File: src/cfpid_pkg.sv
// Shared types and constants for the complementary filter PID motor drive.
package cfpid_pkg;

  // Configuration register map
  localparam int unsigned CfgIdxW  = 3;
  localparam int unsigned CfgDataW = 32;

  typedef enum logic [CfgIdxW-1:0] {
    CFG_GAIN_P       = 3'd0,
    CFG_GAIN_I       = 3'd1,
    CFG_GAIN_D       = 3'd2,
    CFG_BLEND_WEIGHT = 3'd3,
    CFG_TICK_PERIOD  = 3'd4,
    CFG_DRIVE_LIMIT  = 3'd5,
    CFG_FULL_SCALE   = 3'd6,
    CFG_PWM_PERIOD   = 3'd7
  } cfg_reg_t;

  // Register reset values
  localparam logic [31:0] RST_GAIN_P       = 32'd1966080;
  localparam logic [31:0] RST_GAIN_I       = 32'd0;
  localparam logic [31:0] RST_GAIN_D       = 32'd131072;
  localparam logic [16:0] RST_BLEND_WEIGHT = 17'd64225;
  localparam logic [15:0] RST_TICK_PERIOD  = 16'd655;
  localparam logic [30:0] RST_DRIVE_LIMIT  = 31'd32768000;
  localparam logic [30:0] RST_FULL_SCALE   = 31'd65536000;
  localparam logic [15:0] RST_PWM_PERIOD   = 16'd1000;

  // Fixed-point limits
  localparam logic [16:0] BLEND_ONE  = 17'h10000;
  localparam logic [30:0] FS_MIN     = 31'h10000;
  localparam logic [31:0] I32_MAX    = 32'h7FFF_FFFF;
  localparam logic [31:0] I32_MIN    = 32'h8000_0000;
  localparam logic [47:0] I48_MAX    = 48'h7FFF_FFFF_FFFF;
  localparam logic [47:0] I48_MIN    = 48'h8000_0000_0000;
  localparam logic [61:0] TERM_CAP   = 62'h2000_0000_0000_0000;
  localparam logic [15:0] DUTY_MAX   = 16'hFFFF;

  // Shared multiplier and divider widths
  localparam int unsigned MulW    = 33;
  localparam int unsigned DivNumW = 49;
  localparam int unsigned DivDenW = 31;
  localparam int unsigned DivCntW = 6;

  localparam logic [DivCntW-1:0] DER_DIV_STEPS  = 6'd49;
  localparam logic [DivCntW-1:0] DUTY_DIV_STEPS = 6'd32;

  typedef struct packed {
    logic               start;
    logic [DivCntW-1:0] steps;
  } div_cmd_t;

  typedef struct packed {
    logic busy;
  } div_sts_t;

  // Sequencer states
  typedef enum logic [3:0] {
    ST_IDLE,
    ST_GDT,
    ST_BLA,
    ST_BLB,
    ST_PIT,
    ST_ERR,
    ST_EDT,
    ST_ESUM,
    ST_T0,
    ST_T1,
    ST_T2,
    ST_T3,
    ST_CLIP,
    ST_DMUL,
    ST_DDIV,
    ST_DWAIT
  } ctl_state_t;

  // PID term under evaluation
  typedef enum logic [1:0] {
    TERM_P,
    TERM_I,
    TERM_D
  } term_sel_t;

endpackage

File: src/cfpid_mul.sv
// Shared signed multiplier with a registered product.
module cfpid_mul (
  input  logic                                clk,
  input  logic signed [cfpid_pkg::MulW-1:0]   op_a,
  input  logic signed [cfpid_pkg::MulW-1:0]   op_b,
  output logic signed [2*cfpid_pkg::MulW-1:0] prod_r
);

  // Register the product every cycle
  always_ff @(posedge clk) begin
    prod_r <= op_a * op_b;
  end

endmodule

File: config.mk
export PLATFORM = sky130hd
export DESIGN_NAME = cfpid_mul
export DESIGN_NICKNAME = d
export VERILOG_FILES = /design/src/cfpid_pkg.sv /design/src/cfpid_mul.sv
export SDC_FILE = /design/constraint.sdc
export NUM_CORES = 2
export LEC_CHECK = 0
export BUFFER_PORTS_ARGS = -buffer_cell sky130_fd_sc_hd__buf_2
export CAP_MARGIN = 20
export CORE_MARGIN = 3
export CORE_UTILIZATION = 40
export DETAILED_ROUTE_END_ITERATION = 6
export SLEW_MARGIN = 20
export SYNTH_ARGS = -nofsm -noshare
export SYNTH_HDL_FRONTEND = slang
export SYNTH_SLANG_ARGS = --single-unit
File: constraint.sdc
create_clock -name clk -period 16.29 [get_ports clk]
set_input_delay 3.258 -clock clk [delete_from_list [all_inputs] [get_ports clk]]
set_output_delay 3.258 -clock clk [all_outputs]
set_load 0.005 [all_outputs]
======== Word level (Yosys, flattened, before mapping) ========
Cells that the tools add are included.
storage, ports and cells
  logic and storage cells ................. 2
  register bits ........................... 66
  input bits .............................. 67
  output and inout bits ................... 66
operators by class
  multiply operators ...................... 1
operator list
  cell                          count
  multiplier 33 x 33 -> 66 bit  1

======== Logic depth before layout (Yosys ltp) ========
  depth in word-level cells ............... 1
  depth in mapped cells ................... 27
  mapped depth without buffers ............ 26

======== Worst setup path before layout ========
No wires, ideal clock.
  path kind ............................... input -> register
  from .................................... input op_a[32] (netlist bit)
  to ...................................... register prod_r[62] (netlist bit)
  stages .................................. 23
  library setup time ...................... 0.079 ns
  data required time ...................... 16.211 ns
  path buffers ............................ 2
  data arrival time ....................... 10.415 ns
  setup slack ............................. 5.796 ns
  cell sequence ........................... clkbuf_1 -> nand2_1 -> inv_1 -> fa_1 -> fa_1 -> fa_1 -> fa_1 -> fa_1 -> fa_1 -> fa_1 -> inv_1 -> fa_1 -> inv_1 -> ha_1 -> clkbuf_1 -> and3_1 -> nand3_1 -> nand2b_1 -> a2111oi_4 -> a211oi_4 -> a21o_2 -> a21o_1 -> a211oi_2
between the ends
  cells in the longest elaborated chain, start to end .. 1
ends and longest elaborated chain
  what                          RTL line         source
  from (decl)                   cfpid_mul.sv:4   input logic signed [cfpid_pkg::MulW-1:0] op_a,
  multiplier 33 x 33 -> 66 bit  cfpid_mul.sv:11  prod_r <= op_a * op_b;
  to (signal assigned)          cfpid_mul.sv:11
  to (decl)                     cfpid_mul.sv:6   output logic signed [2*cfpid_pkg::MulW-1:0] prod_r
Every way passes these cells.

======== Worst setup path after layout ========
  from .................................... input op_b[6] (netlist bit)
  to ...................................... register prod_r[58] (netlist bit)
between the ends
  cells in the longest elaborated chain, start to end .. 1
ends and longest elaborated chain
  what                          RTL line         source
  from (decl)                   cfpid_mul.sv:5   input logic signed [cfpid_pkg::MulW-1:0] op_b,
  multiplier 33 x 33 -> 66 bit  cfpid_mul.sv:11
Every way passes these cells.

==> reports/metrics.yaml <==
synth:
  syn_area_per_cell_sq_um: 9.390
  synth_area_sq_um: 40730
  synth-edff-count: 0
  synth_flop_cell: "dfxtp_1"
  postSynthCellCount: 4338
  async_reset_ff_share_pct: 0
  synth_seq_area_share_pct: 3.244
  ys_ff_latch: 66
  ys_warn_count: 0
  yosysUniqueCellTypes: 80
  syn-num-nets: 5767
route:
  drt-total-wl_mm: 109.8
  drc: 0
  via_per_inst: 4.967
  dr.first_iter.drc_count: 1471
  vias: 28060
  detail-route-antenna-nets: 0
  routedWlPerCell_um: 19.43
  dr.pass1.iters: 5
setup_path:
  cp.arrival_ps: 11690
  critPathLaunchType: "primary input"
  path_class: "primary input to flip-flop"
  cp.required_ps: 16570
  endpoint_kind: "flip-flop"
  path_max_fanout: 33
timing:
  maxSlewHeadroom_pct: 25.47
  tightest_slew_ps: 1117
  hold_violations: 0
  rsz0062_at_grt: "no"
  clock.fmax_ghz: 0.08770
  setup_violations: 0
  post-route-period-util_pct: 69.99
  tns_ps: 0
  finalCriticalPeriod_ps: 11400
  finalMaxSlewViolations: 0
layout:
  final_common_cell: "fa_1"
  top_regs: "prod_r x66"
  largest_reg_flops: 66
  top_register: "prod_r"
  fin_nets: 5713
  drive_above_1_share_pct: 4.896
  most-common-layout-cells: "1,145 x fa_1, 1,131 x inv_1, 562 x and2_1"
  syn_to_final_growth_pct: 4.902
  fin_cells: 5650
clock_network:
  cts_tree: "built"
  post_cts_resize_count: 0
  cts_hold_buf: 0
  cts_buffer_depth: 2
  cts_buffers: 9
  cts-root-buf: "clkbuf_16"
  cts_setup_buffers: 0
  cts.htree.levels: 3
  clkTransAtPathRegs_ps: 80
  clock-sinks: 66
placement:
  port-buffer-count: 132
  dpl.hpwl_mm: 89.23
  gp_congestion: 0.9480
  place_inst: 5630
global_routing:
  grt_max_degree: 34
  grt_overflow: 0
  antenna_found_initial: 4
  grt_usage_pct: 22.01
  grt_pass1_vias: 31770
  grt_pass1_wl_mm: 180.7
die:
  core-area_sq_um: 100600
  initial_core_util_pct: 40.50
  dieArea_sq_um: 105700
  chipHeight_um: 325.1
  fp-row-count: 116
  die_w_um: 325.1
  ios: 133
worst_hold_path:
  hold_class: "primary input to flip-flop"
  worstHoldPathCells: 2
  min_from: "op_b[0]"
  hold_end: "prod_r[0]$_DFF_P_"
run:
  maxCapViolations: 0
outcome:
  status: "finished clean"
how the worst max path moves through the flow:
stage / start / to / cells after the start / slack (ps)
final: op_b[6] / prod_r[58]$_DFF_P_ / 24 / 4890
after floorplan: op_a[32] / prod_r[62]$_DFF_P_ / 23 / 5800
after global placement: op_b[6] / prod_r[58]$_DFF_P_ / 24 / 4570
after global routing: op_b[6] / prod_r[62]$_DFF_P_ / 24 / 4600
after detailed placement: op_b[6] / prod_r[58]$_DFF_P_ / 24 / 4520
after CTS: op_b[6] / prod_r[58]$_DFF_P_ / 24 / 4930
area by class of cell:
class,count,area (sq um)
antenna,4,10.01
sequential,66,1321
clock inverter,7,70.07
clock buffer,9,225.2
timing repair buffer,156,840.8
tap,1357,1698
multi-input combinational,2920,34320
fill,9932,57850
inverter,1131,4245
synthesized netlist by cell type (all sizes together), types with 6 or more instances:
master	instances	area share [%]
nor3	7	0.086
clkbuf	208	1.9
nand2	551	5.1
nand2b	12	0.18
a211oi	11	0.27
a31oi	9	0.15
xnor2	43	0.92
ha	217	6.7
a21oi	61	0.80
o31ai	7	0.25
o21bai	11	0.20
nand3	26	0.33
a21o	38	0.71
o21a	6	0.11
xor2	25	0.54
nor2	68	0.63
inv	1131	10
and2	563	8.7
o21ai	33	0.42
a211o	6	0.13
and3	6	0.10
fa	1145	56
dfxtp	66	3.2
nand4	12	0.20
buf	13	0.17
cell families after synthesis:
| group | count (synthesis) | share of synthesized area [%] |
|---|---|---|
| adder cells (fa/ha/maj) | 1362 | 62.94 |
| buffers and inverters | 1352 | 12.51 |
| AND/OR/NAND/NOR | 1271 | 15.78 |
| AO/OA/AOI/OAI | 219 | 4.067 |
| XOR/XNOR | 68 | 1.462 |
| flip-flops | 66 | 3.244 |
per-stage QoR:
stage                     area [sq um]  util (%)  hold slack, ps  worst slack (ps)
final                            42730     42.48            3437              4888
after global routing             42720     42.47            3477              4601
after CTS                        42720     42.47            3417              4933
after detailed placement         42420     42.18            3635              4516
after global placement           42420     42.18            3634              4572
after floorplan                  40730         -            3385              5796
per-layer routing:
layer	vias up	track usage [%]	wire, um
met5	-	0	0
met4	0	6.984	3692
met3	178	3.626	6408
met2	755	37.20	54500
met1	14910	28.97	45160
li1	12220	-	-
critical path, stage by stage:
cell and delay [ps]:
buf_2 610, nand2_1 280, inv_1 150, fa_1 490, fa_1 540, inv_1 130, fa_1 570, inv_1 70
fa_1 1250, fa_1 590, fa_1 540, fa_1 500, inv_1 50, fa_1 480, inv_1 40, ha_1 370
and3_1 230, nand3_1 140, nand2b_1 220, nor2_1 100, a211oi_4 520, a21oi_2 150, nor4b_2 280, a311oi_1 70
Power is not shown: default switching activity piles up to over one toggle a cycle in this logic, so the estimate is an artifact.
