--- config.mk ---
export PLATFORM = sky130hd
export DESIGN_NAME = cfpid_div
export DESIGN_NICKNAME = d
export VERILOG_FILES = /design/src/cfpid_pkg.sv /design/src/cfpid_div.sv
export SDC_FILE = /design/constraint.sdc
export NUM_CORES = 1
export LEC_CHECK = 0
export BUFFER_PORTS_ARGS = -buffer_cell sky130_fd_sc_hd__clkbuf_2
export CAP_MARGIN = 20
export CORE_MARGIN = 2
export CORE_UTILIZATION = 54
export DETAILED_ROUTE_END_ITERATION = 10
export GPL_ROUTABILITY_DRIVEN = 0
export PLACE_DENSITY = 0.89
export SYNTH_ARGS = -nofsm -noshare
export SYNTH_HDL_FRONTEND = slang
export SYNTH_SLANG_ARGS = --single-unit
--- constraint.sdc ---
create_clock -name clk -period 4.1 [get_ports clk]
set_input_delay 0.41 -clock clk [delete_from_list [all_inputs] [get_ports clk]]
set_output_delay 0.41 -clock clk [all_outputs]
set_load 0.1 [all_outputs]
--- src/cfpid_pkg.sv ---
// Shared types and constants for the complementary filter PID motor drive.
package cfpid_pkg;

  // Configuration register map
  localparam int unsigned CfgIdxW  = 3;
  localparam int unsigned CfgDataW = 32;

  typedef enum logic [CfgIdxW-1:0] {
    CFG_GAIN_P       = 3'd0,
    CFG_GAIN_I       = 3'd1,
    CFG_GAIN_D       = 3'd2,
    CFG_BLEND_WEIGHT = 3'd3,
    CFG_TICK_PERIOD  = 3'd4,
    CFG_DRIVE_LIMIT  = 3'd5,
    CFG_FULL_SCALE   = 3'd6,
    CFG_PWM_PERIOD   = 3'd7
  } cfg_reg_t;

  // Register reset values
  localparam logic [31:0] RST_GAIN_P       = 32'd1966080;
  localparam logic [31:0] RST_GAIN_I       = 32'd0;
  localparam logic [31:0] RST_GAIN_D       = 32'd131072;
  localparam logic [16:0] RST_BLEND_WEIGHT = 17'd64225;
  localparam logic [15:0] RST_TICK_PERIOD  = 16'd655;
  localparam logic [30:0] RST_DRIVE_LIMIT  = 31'd32768000;
  localparam logic [30:0] RST_FULL_SCALE   = 31'd65536000;
  localparam logic [15:0] RST_PWM_PERIOD   = 16'd1000;

  // Fixed-point limits
  localparam logic [16:0] BLEND_ONE  = 17'h10000;
  localparam logic [30:0] FS_MIN     = 31'h10000;
  localparam logic [31:0] I32_MAX    = 32'h7FFF_FFFF;
  localparam logic [31:0] I32_MIN    = 32'h8000_0000;
  localparam logic [47:0] I48_MAX    = 48'h7FFF_FFFF_FFFF;
  localparam logic [47:0] I48_MIN    = 48'h8000_0000_0000;
  localparam logic [61:0] TERM_CAP   = 62'h2000_0000_0000_0000;
  localparam logic [15:0] DUTY_MAX   = 16'hFFFF;

  // Shared multiplier and divider widths
  localparam int unsigned MulW    = 33;
  localparam int unsigned DivNumW = 49;
  localparam int unsigned DivDenW = 31;
  localparam int unsigned DivCntW = 6;

  localparam logic [DivCntW-1:0] DER_DIV_STEPS  = 6'd49;
  localparam logic [DivCntW-1:0] DUTY_DIV_STEPS = 6'd32;

  typedef struct packed {
    logic               start;
    logic [DivCntW-1:0] steps;
  } div_cmd_t;

  typedef struct packed {
    logic busy;
  } div_sts_t;

  // Sequencer states
  typedef enum logic [3:0] {
    ST_IDLE,
    ST_GDT,
    ST_BLA,
    ST_BLB,
    ST_PIT,
    ST_ERR,
    ST_EDT,
    ST_ESUM,
    ST_T0,
    ST_T1,
    ST_T2,
    ST_T3,
    ST_CLIP,
    ST_DMUL,
    ST_DDIV,
    ST_DWAIT
  } ctl_state_t;

  // PID term under evaluation
  typedef enum logic [1:0] {
    TERM_P,
    TERM_I,
    TERM_D
  } term_sel_t;

endpackage

--- src/cfpid_div.sv ---
// Shared restoring divider, one quotient bit per cycle.
module cfpid_div (
  input  logic                              clk,
  input  logic                              rst_n,
  input  cfpid_pkg::div_cmd_t               cmd,
  input  logic [cfpid_pkg::DivNumW-1:0]     num,
  input  logic [cfpid_pkg::DivDenW-1:0]     rem_init,
  input  logic [cfpid_pkg::DivDenW-1:0]     divisor,
  output cfpid_pkg::div_sts_t               sts,
  output logic [cfpid_pkg::DivNumW-1:0]     quot
);

  logic                            busy_r;
  logic [cfpid_pkg::DivCntW-1:0]   cnt_r;
  logic [cfpid_pkg::DivDenW-1:0]   rem_r;
  logic [cfpid_pkg::DivDenW-1:0]   den_r;
  logic [cfpid_pkg::DivNumW-1:0]   num_r;
  logic [cfpid_pkg::DivDenW:0]     trial;
  logic [cfpid_pkg::DivDenW:0]     diff;
  logic                            qbit;
  logic [cfpid_pkg::DivDenW-1:0]   rem_nxt;

  // Shift in the next dividend bit and try a subtract
  always_comb begin
    trial   = {rem_r, num_r[cfpid_pkg::DivNumW-1]};
    diff    = trial - {1'b0, den_r};
    qbit    = (trial >= {1'b0, den_r});
    rem_nxt = qbit ? diff[cfpid_pkg::DivDenW-1:0] : trial[cfpid_pkg::DivDenW-1:0];
  end

  // Step counter
  always_ff @(posedge clk) begin
    if (!rst_n) begin
      busy_r <= 1'b0;
      cnt_r  <= '0;
    end else if (cmd.start) begin
      busy_r <= 1'b1;
      cnt_r  <= cmd.steps;
    end else if (busy_r) begin
      cnt_r <= cnt_r - 1'b1;
      if (cnt_r == cfpid_pkg::DivCntW'(1)) begin
        busy_r <= 1'b0;
      end
    end
  end

  // Remainder and dividend/quotient shift register
  always_ff @(posedge clk) begin
    if (cmd.start) begin
      rem_r <= rem_init;
      den_r <= divisor;
      num_r <= num;
    end else if (busy_r) begin
      rem_r <= rem_nxt;
      num_r <= {num_r[cfpid_pkg::DivNumW-2:0], qbit};
    end
  end

  assign sts.busy = busy_r;
  assign quot     = num_r;

endmodule

# Word level (Yosys, flattened, before mapping)
# Cells that the tools add are included.
# W data, S select, Z words.
[word_totals]
wordCells = 20
inputBits = 120
out_inout_bits = 50
regBits = 118
[op_classes]
n_reduce_logical = 1
eq_ne = 1
add_sub_neg = 2
mux = 10
magnitude_cmp = 1
[ops]
columns = ["op", "count"]
rows = [
  ["$mux W49", 2],
  ["$mux W31", 3],
  ["$ge A32 B31 Y1", 1],
  ["$sub A31 B31 Y31", 1],
  ["$mux W6", 2],
  ["$eq A6 B1 Y1 const B", 1],
  ["$sub A6 B1 Y6 const B", 1],
  ["$mux W1", 3],
  ["$reduce_bool A2 Y1", 1],
]

# Logic depth before layout (Yosys ltp)
[logic_depth]
ltp_word = 4
depth_mapped = 14
mapped_depth_nobuf = 12

# Worst setup path before layout
# No wires, ideal clock.
[synth_path]
path_type = "reg2reg"
start = "register num_r (netlist bit quot[48])"
end = "register rem_r[21] (netlist bit) (data pin)"
slack_ps = 559
n_path_buf = 2
setup_ps = 260
t_required_ps = 3840
period_less_slack_ps = 3541
stages_incl_launch_ff = 14
arrival_ps = 3281
cell_sequence = "edfxtp_1 -> inv_1 -> ha_1 -> fa_1 -> nor2b_4 -> o31ai_4 -> a211oi_2 -> o41ai_1 -> a21bo_1 -> a21oi_2 -> buf_4 -> buf_4 -> a21oi_1 -> mux2_2"
[synth_between]
elab_chain_len = 4
word_cells_on_any_way = 5
classes_between = "add/sub (1); order compare (1); mux (3)"
[synth_lines]
columns = ["item", "line_no", "rtl"]
rows = [
  ["start, declared", "cfpid_div.sv:17", "logic [cfpid_pkg::DivNumW-1:0] num_r;"],
  ["start signal, assigned", "cfpid_div.sv:52", "num_r <= num;"],
  ["start signal, assigned", "cfpid_div.sv:55", "num_r <= {num_r[cfpid_pkg::DivNumW-2:0], qbit};"],
  ["$sub A31 B31 Y31 / $ge A32 B31 Y1 (equally long branches)", "cfpid_div.sv:26, cfpid_div.sv:27", ""],
  ["$mux W31 *", "cfpid_div.sv:28", "rem_nxt = qbit ? diff[cfpid_pkg::DivDenW-1:0] : trial[cfpid_pkg::DivDenW-1:0];"],
  ["$mux W31 *", "cfpid_div.sv:53", "end else if (busy_r) begin"],
  ["$mux W31 *", "cfpid_div.sv:49", "if (cmd.start) begin"],
  ["end signal, assigned", "cfpid_div.sv:50", "rem_r <= rem_init;"],
  ["end signal, assigned", "cfpid_div.sv:54", "rem_r <= rem_nxt;"],
  ["end, declared", "cfpid_div.sv:15", "logic [cfpid_pkg::DivDenW-1:0] rem_r;"],
]
# Every way passes the cells marked *; elsewhere a longest branch is shown, timed or not. The select of a mux whose other input is x is not followed.
# A chain may end at the register's enable or synchronous reset.

# Worst setup path in the final report
[layout_path]
start = "register num_r (netlist bit quot[48])"
end = "register rem_r[4] (netlist bit) (data pin)"
# The elaborated chain is that of the path after synthesis.

==> run summary <==
Status = completed
Initial Util = 0.560
Crit Path Max Fanout = 22
Pre-CTS WS = 0.772 ns
Cell Chain, Critical Path = inv_1 -> ha_1 -> fa_1 -> nor2b_4 -> o31ai_4 -> a211oi_2 -> o41ai_1 -> a21bo_1 -> a21o_1 -> and2_0 -> a31o_1 -> mux2_2
WP data arrival = 3.54 ns
Post-synthesis instance area = 6780 um2
CTS tree = done
Unrepaired setup endpoints after global routing = false
Postcts setup bufs = 0
Synth-to-layout area growth = 23.5%
ANT nets after route = 0
Fin crit share = 0.823
Via/cell ratio = 5.51
Hold buffers post-CTS = 0
Average size of a mapped cell = 11.8 um2
Reg clk slew, reported paths = 0.06 ns
Max H-tree Level = 4
EDFF count, synth = 111
R2R depth = 12
Worst Hold Depth = 1
Most frequent cells in the layout = clkbuf_2, edfxtp_1, mux2_2
Netlist cell types = 64
Slew Viols, Final = 0
Worst hold margin = 0.167 ns
Largest net degree at the start of global routing = 81
Leak = 3.60 nW
Core area = 12,100 um2
Cell Rows = 40
Synthesized net count = 729
Setup CP Type = reg2reg
DR vias = 5,124
Count of state elements after synthesis = 118
Bufs on Longest Clock Path = 2
Most common cell after layout, fill and taps aside = clkbuf_2
Post-route setup slack = 0.724 ns
Gates resized, CTS repair = 0
CP required = 4.27 ns
NumNets Final = 903
Pre-Repair DR Iteration Count = 5
CTS Buf Count = 17
Post-Synthesis Cells = 575
Ys async rst share = 0
FMAX = 296 MHz
Number of diodes = 0
Clock Sinks = 118
Final setup fails = 0
Die Area = 13,500 um2
Worst hold path class = in2reg
# DRC = 0
Worst slew pin tran = 0.821 ns
Final hold vios = 0
Worst skew pair latency = 0.42 ns
Post-layout minimum cycle time = 3.38 ns
Max incr delay on CP = 0.45 ns
Sequential fraction of the synthesis area = 0.513
IO buf count = 169
Drt total wl = 15.2 mm
Max-Cap Viols = 0
GRT Overall Usage = 0.233
Peak supply drop = 0.363 mV
Fillcell total = 873
Worst path bufs/invs = 1
CP max-delay cell = fa_1
WP depth = 12
CP delay by family, top = compound AO/OA/AOI/OAI gates
Die X-Extent = 116 um
Remaining Overflow, GRT = 0
DRT iter0 DRCs = 427
DR WL/cell = 16.4 um
Clk root buf = clkbuf_16
Post-DP HPWL = 10.9 mm
First-pass GRT wire length = 24.1 mm
Chip height = 116 um
Top-level I/O count = 170
Layout cells sized above 1 = 0.374
Vias in the first global route = 5,158
Main flop type after synthesis = edfxtp_1
Yosys warns = 0
Crit end category = flip-flop
Clock skew = 0.00766 ns
Power Dens Cells = 692 nW/um2
Initial antenna violation count = 0
Max_slew headroom = 0.453
CP Launch Type = flip-flop
Total negative slack = 0 ns
logic make-up after synthesis:
family                     share of synthesized area
AOI/OAI and AO/OA                              0.129
buffers and inverters                         0.0428
xor gates and xnor gates                      0.0323
DFF                                            0.513
adders and majority gates                     0.0639
and+or+nand+nor                                0.100
muxes                                          0.119
report_power, final:
group	internal [mW]	total, mW	switching, mW	leakage (nW)
combinational	0.958	2.52	1.57	2.16
sequential	1.62	1.75	0.128	1.17
clock	0.972	1.52	0.547	0.276
sequential cells by signal, summed over array words and instances, names as in the netlist:
signal  count
quot       49
cnt_r       6
den_r      31
sts         1
rem_r      31
path summary, 6_finish.rpt:
| check | start | end | slack [ns] |
|---|---|---|---|
| setup / recovery | quot[48]$_DFFE_PP_ | rem_r[4]$_DFFE_PP_ | 0.72 |
| hold / removal | divisor[5] | den_r[5]$_DFFE_PP_ | 0.17 |
| setup reg to reg | quot[48]$_DFFE_PP_ | rem_r[4]$_DFFE_PP_ | 0.72 |
| hold reg to reg | quot[45]$_DFFE_PP_ | quot[46]$_DFFE_PP_ | 0.58 |
through the flow:
stage               cells  instance area, um2  total power, mW   util
finish                930                8370             5.79  0.691
global route          930                8370             6.11  0.691
CTS                   929                8340             5.79  0.689
detailed placement    897                7740             4.25  0.639
global placement      897                7740             4.16  0.639
floorplan             575                6780             3.81      -
layout make-up:
class                   instances  area, um2  area share
multi-input cells             395       3020       0.360
clock buffers                  21        450      0.0538
well taps                     168        210      0.0251
inverters                      43        161      0.0193
flip-flops and latches        118       3470       0.415
repair buffers                174        906       0.108
clock inverters                11        150      0.0179
metal layers:
layer,track usage,routed length (um)
met5,0,0
met3,0.0774,1210
met1,0.272,6230
met2,0.399,7560
met4,0.0897,225
synth_stat cells, drive strengths merged (10+ instances only):
| cell | count | area (um2) |
|---|---|---|
| nand3 | 11 | 55.1 |
| a21o | 14 | 106 |
| inv | 43 | 161 |
| a21oi | 44 | 228 |
| xnor2 | 15 | 131 |
| xor2 | 10 | 87.6 |
| edfxtp | 111 | 3330 |
| mux2 | 71 | 800 |
| clkbuf | 10 | 47.5 |
| nor2 | 38 | 150 |
| ha | 33 | 413 |
| o21ai | 26 | 130 |
| nand2 | 34 | 128 |
No activity file was read; power rests on OpenSTA's default activity.
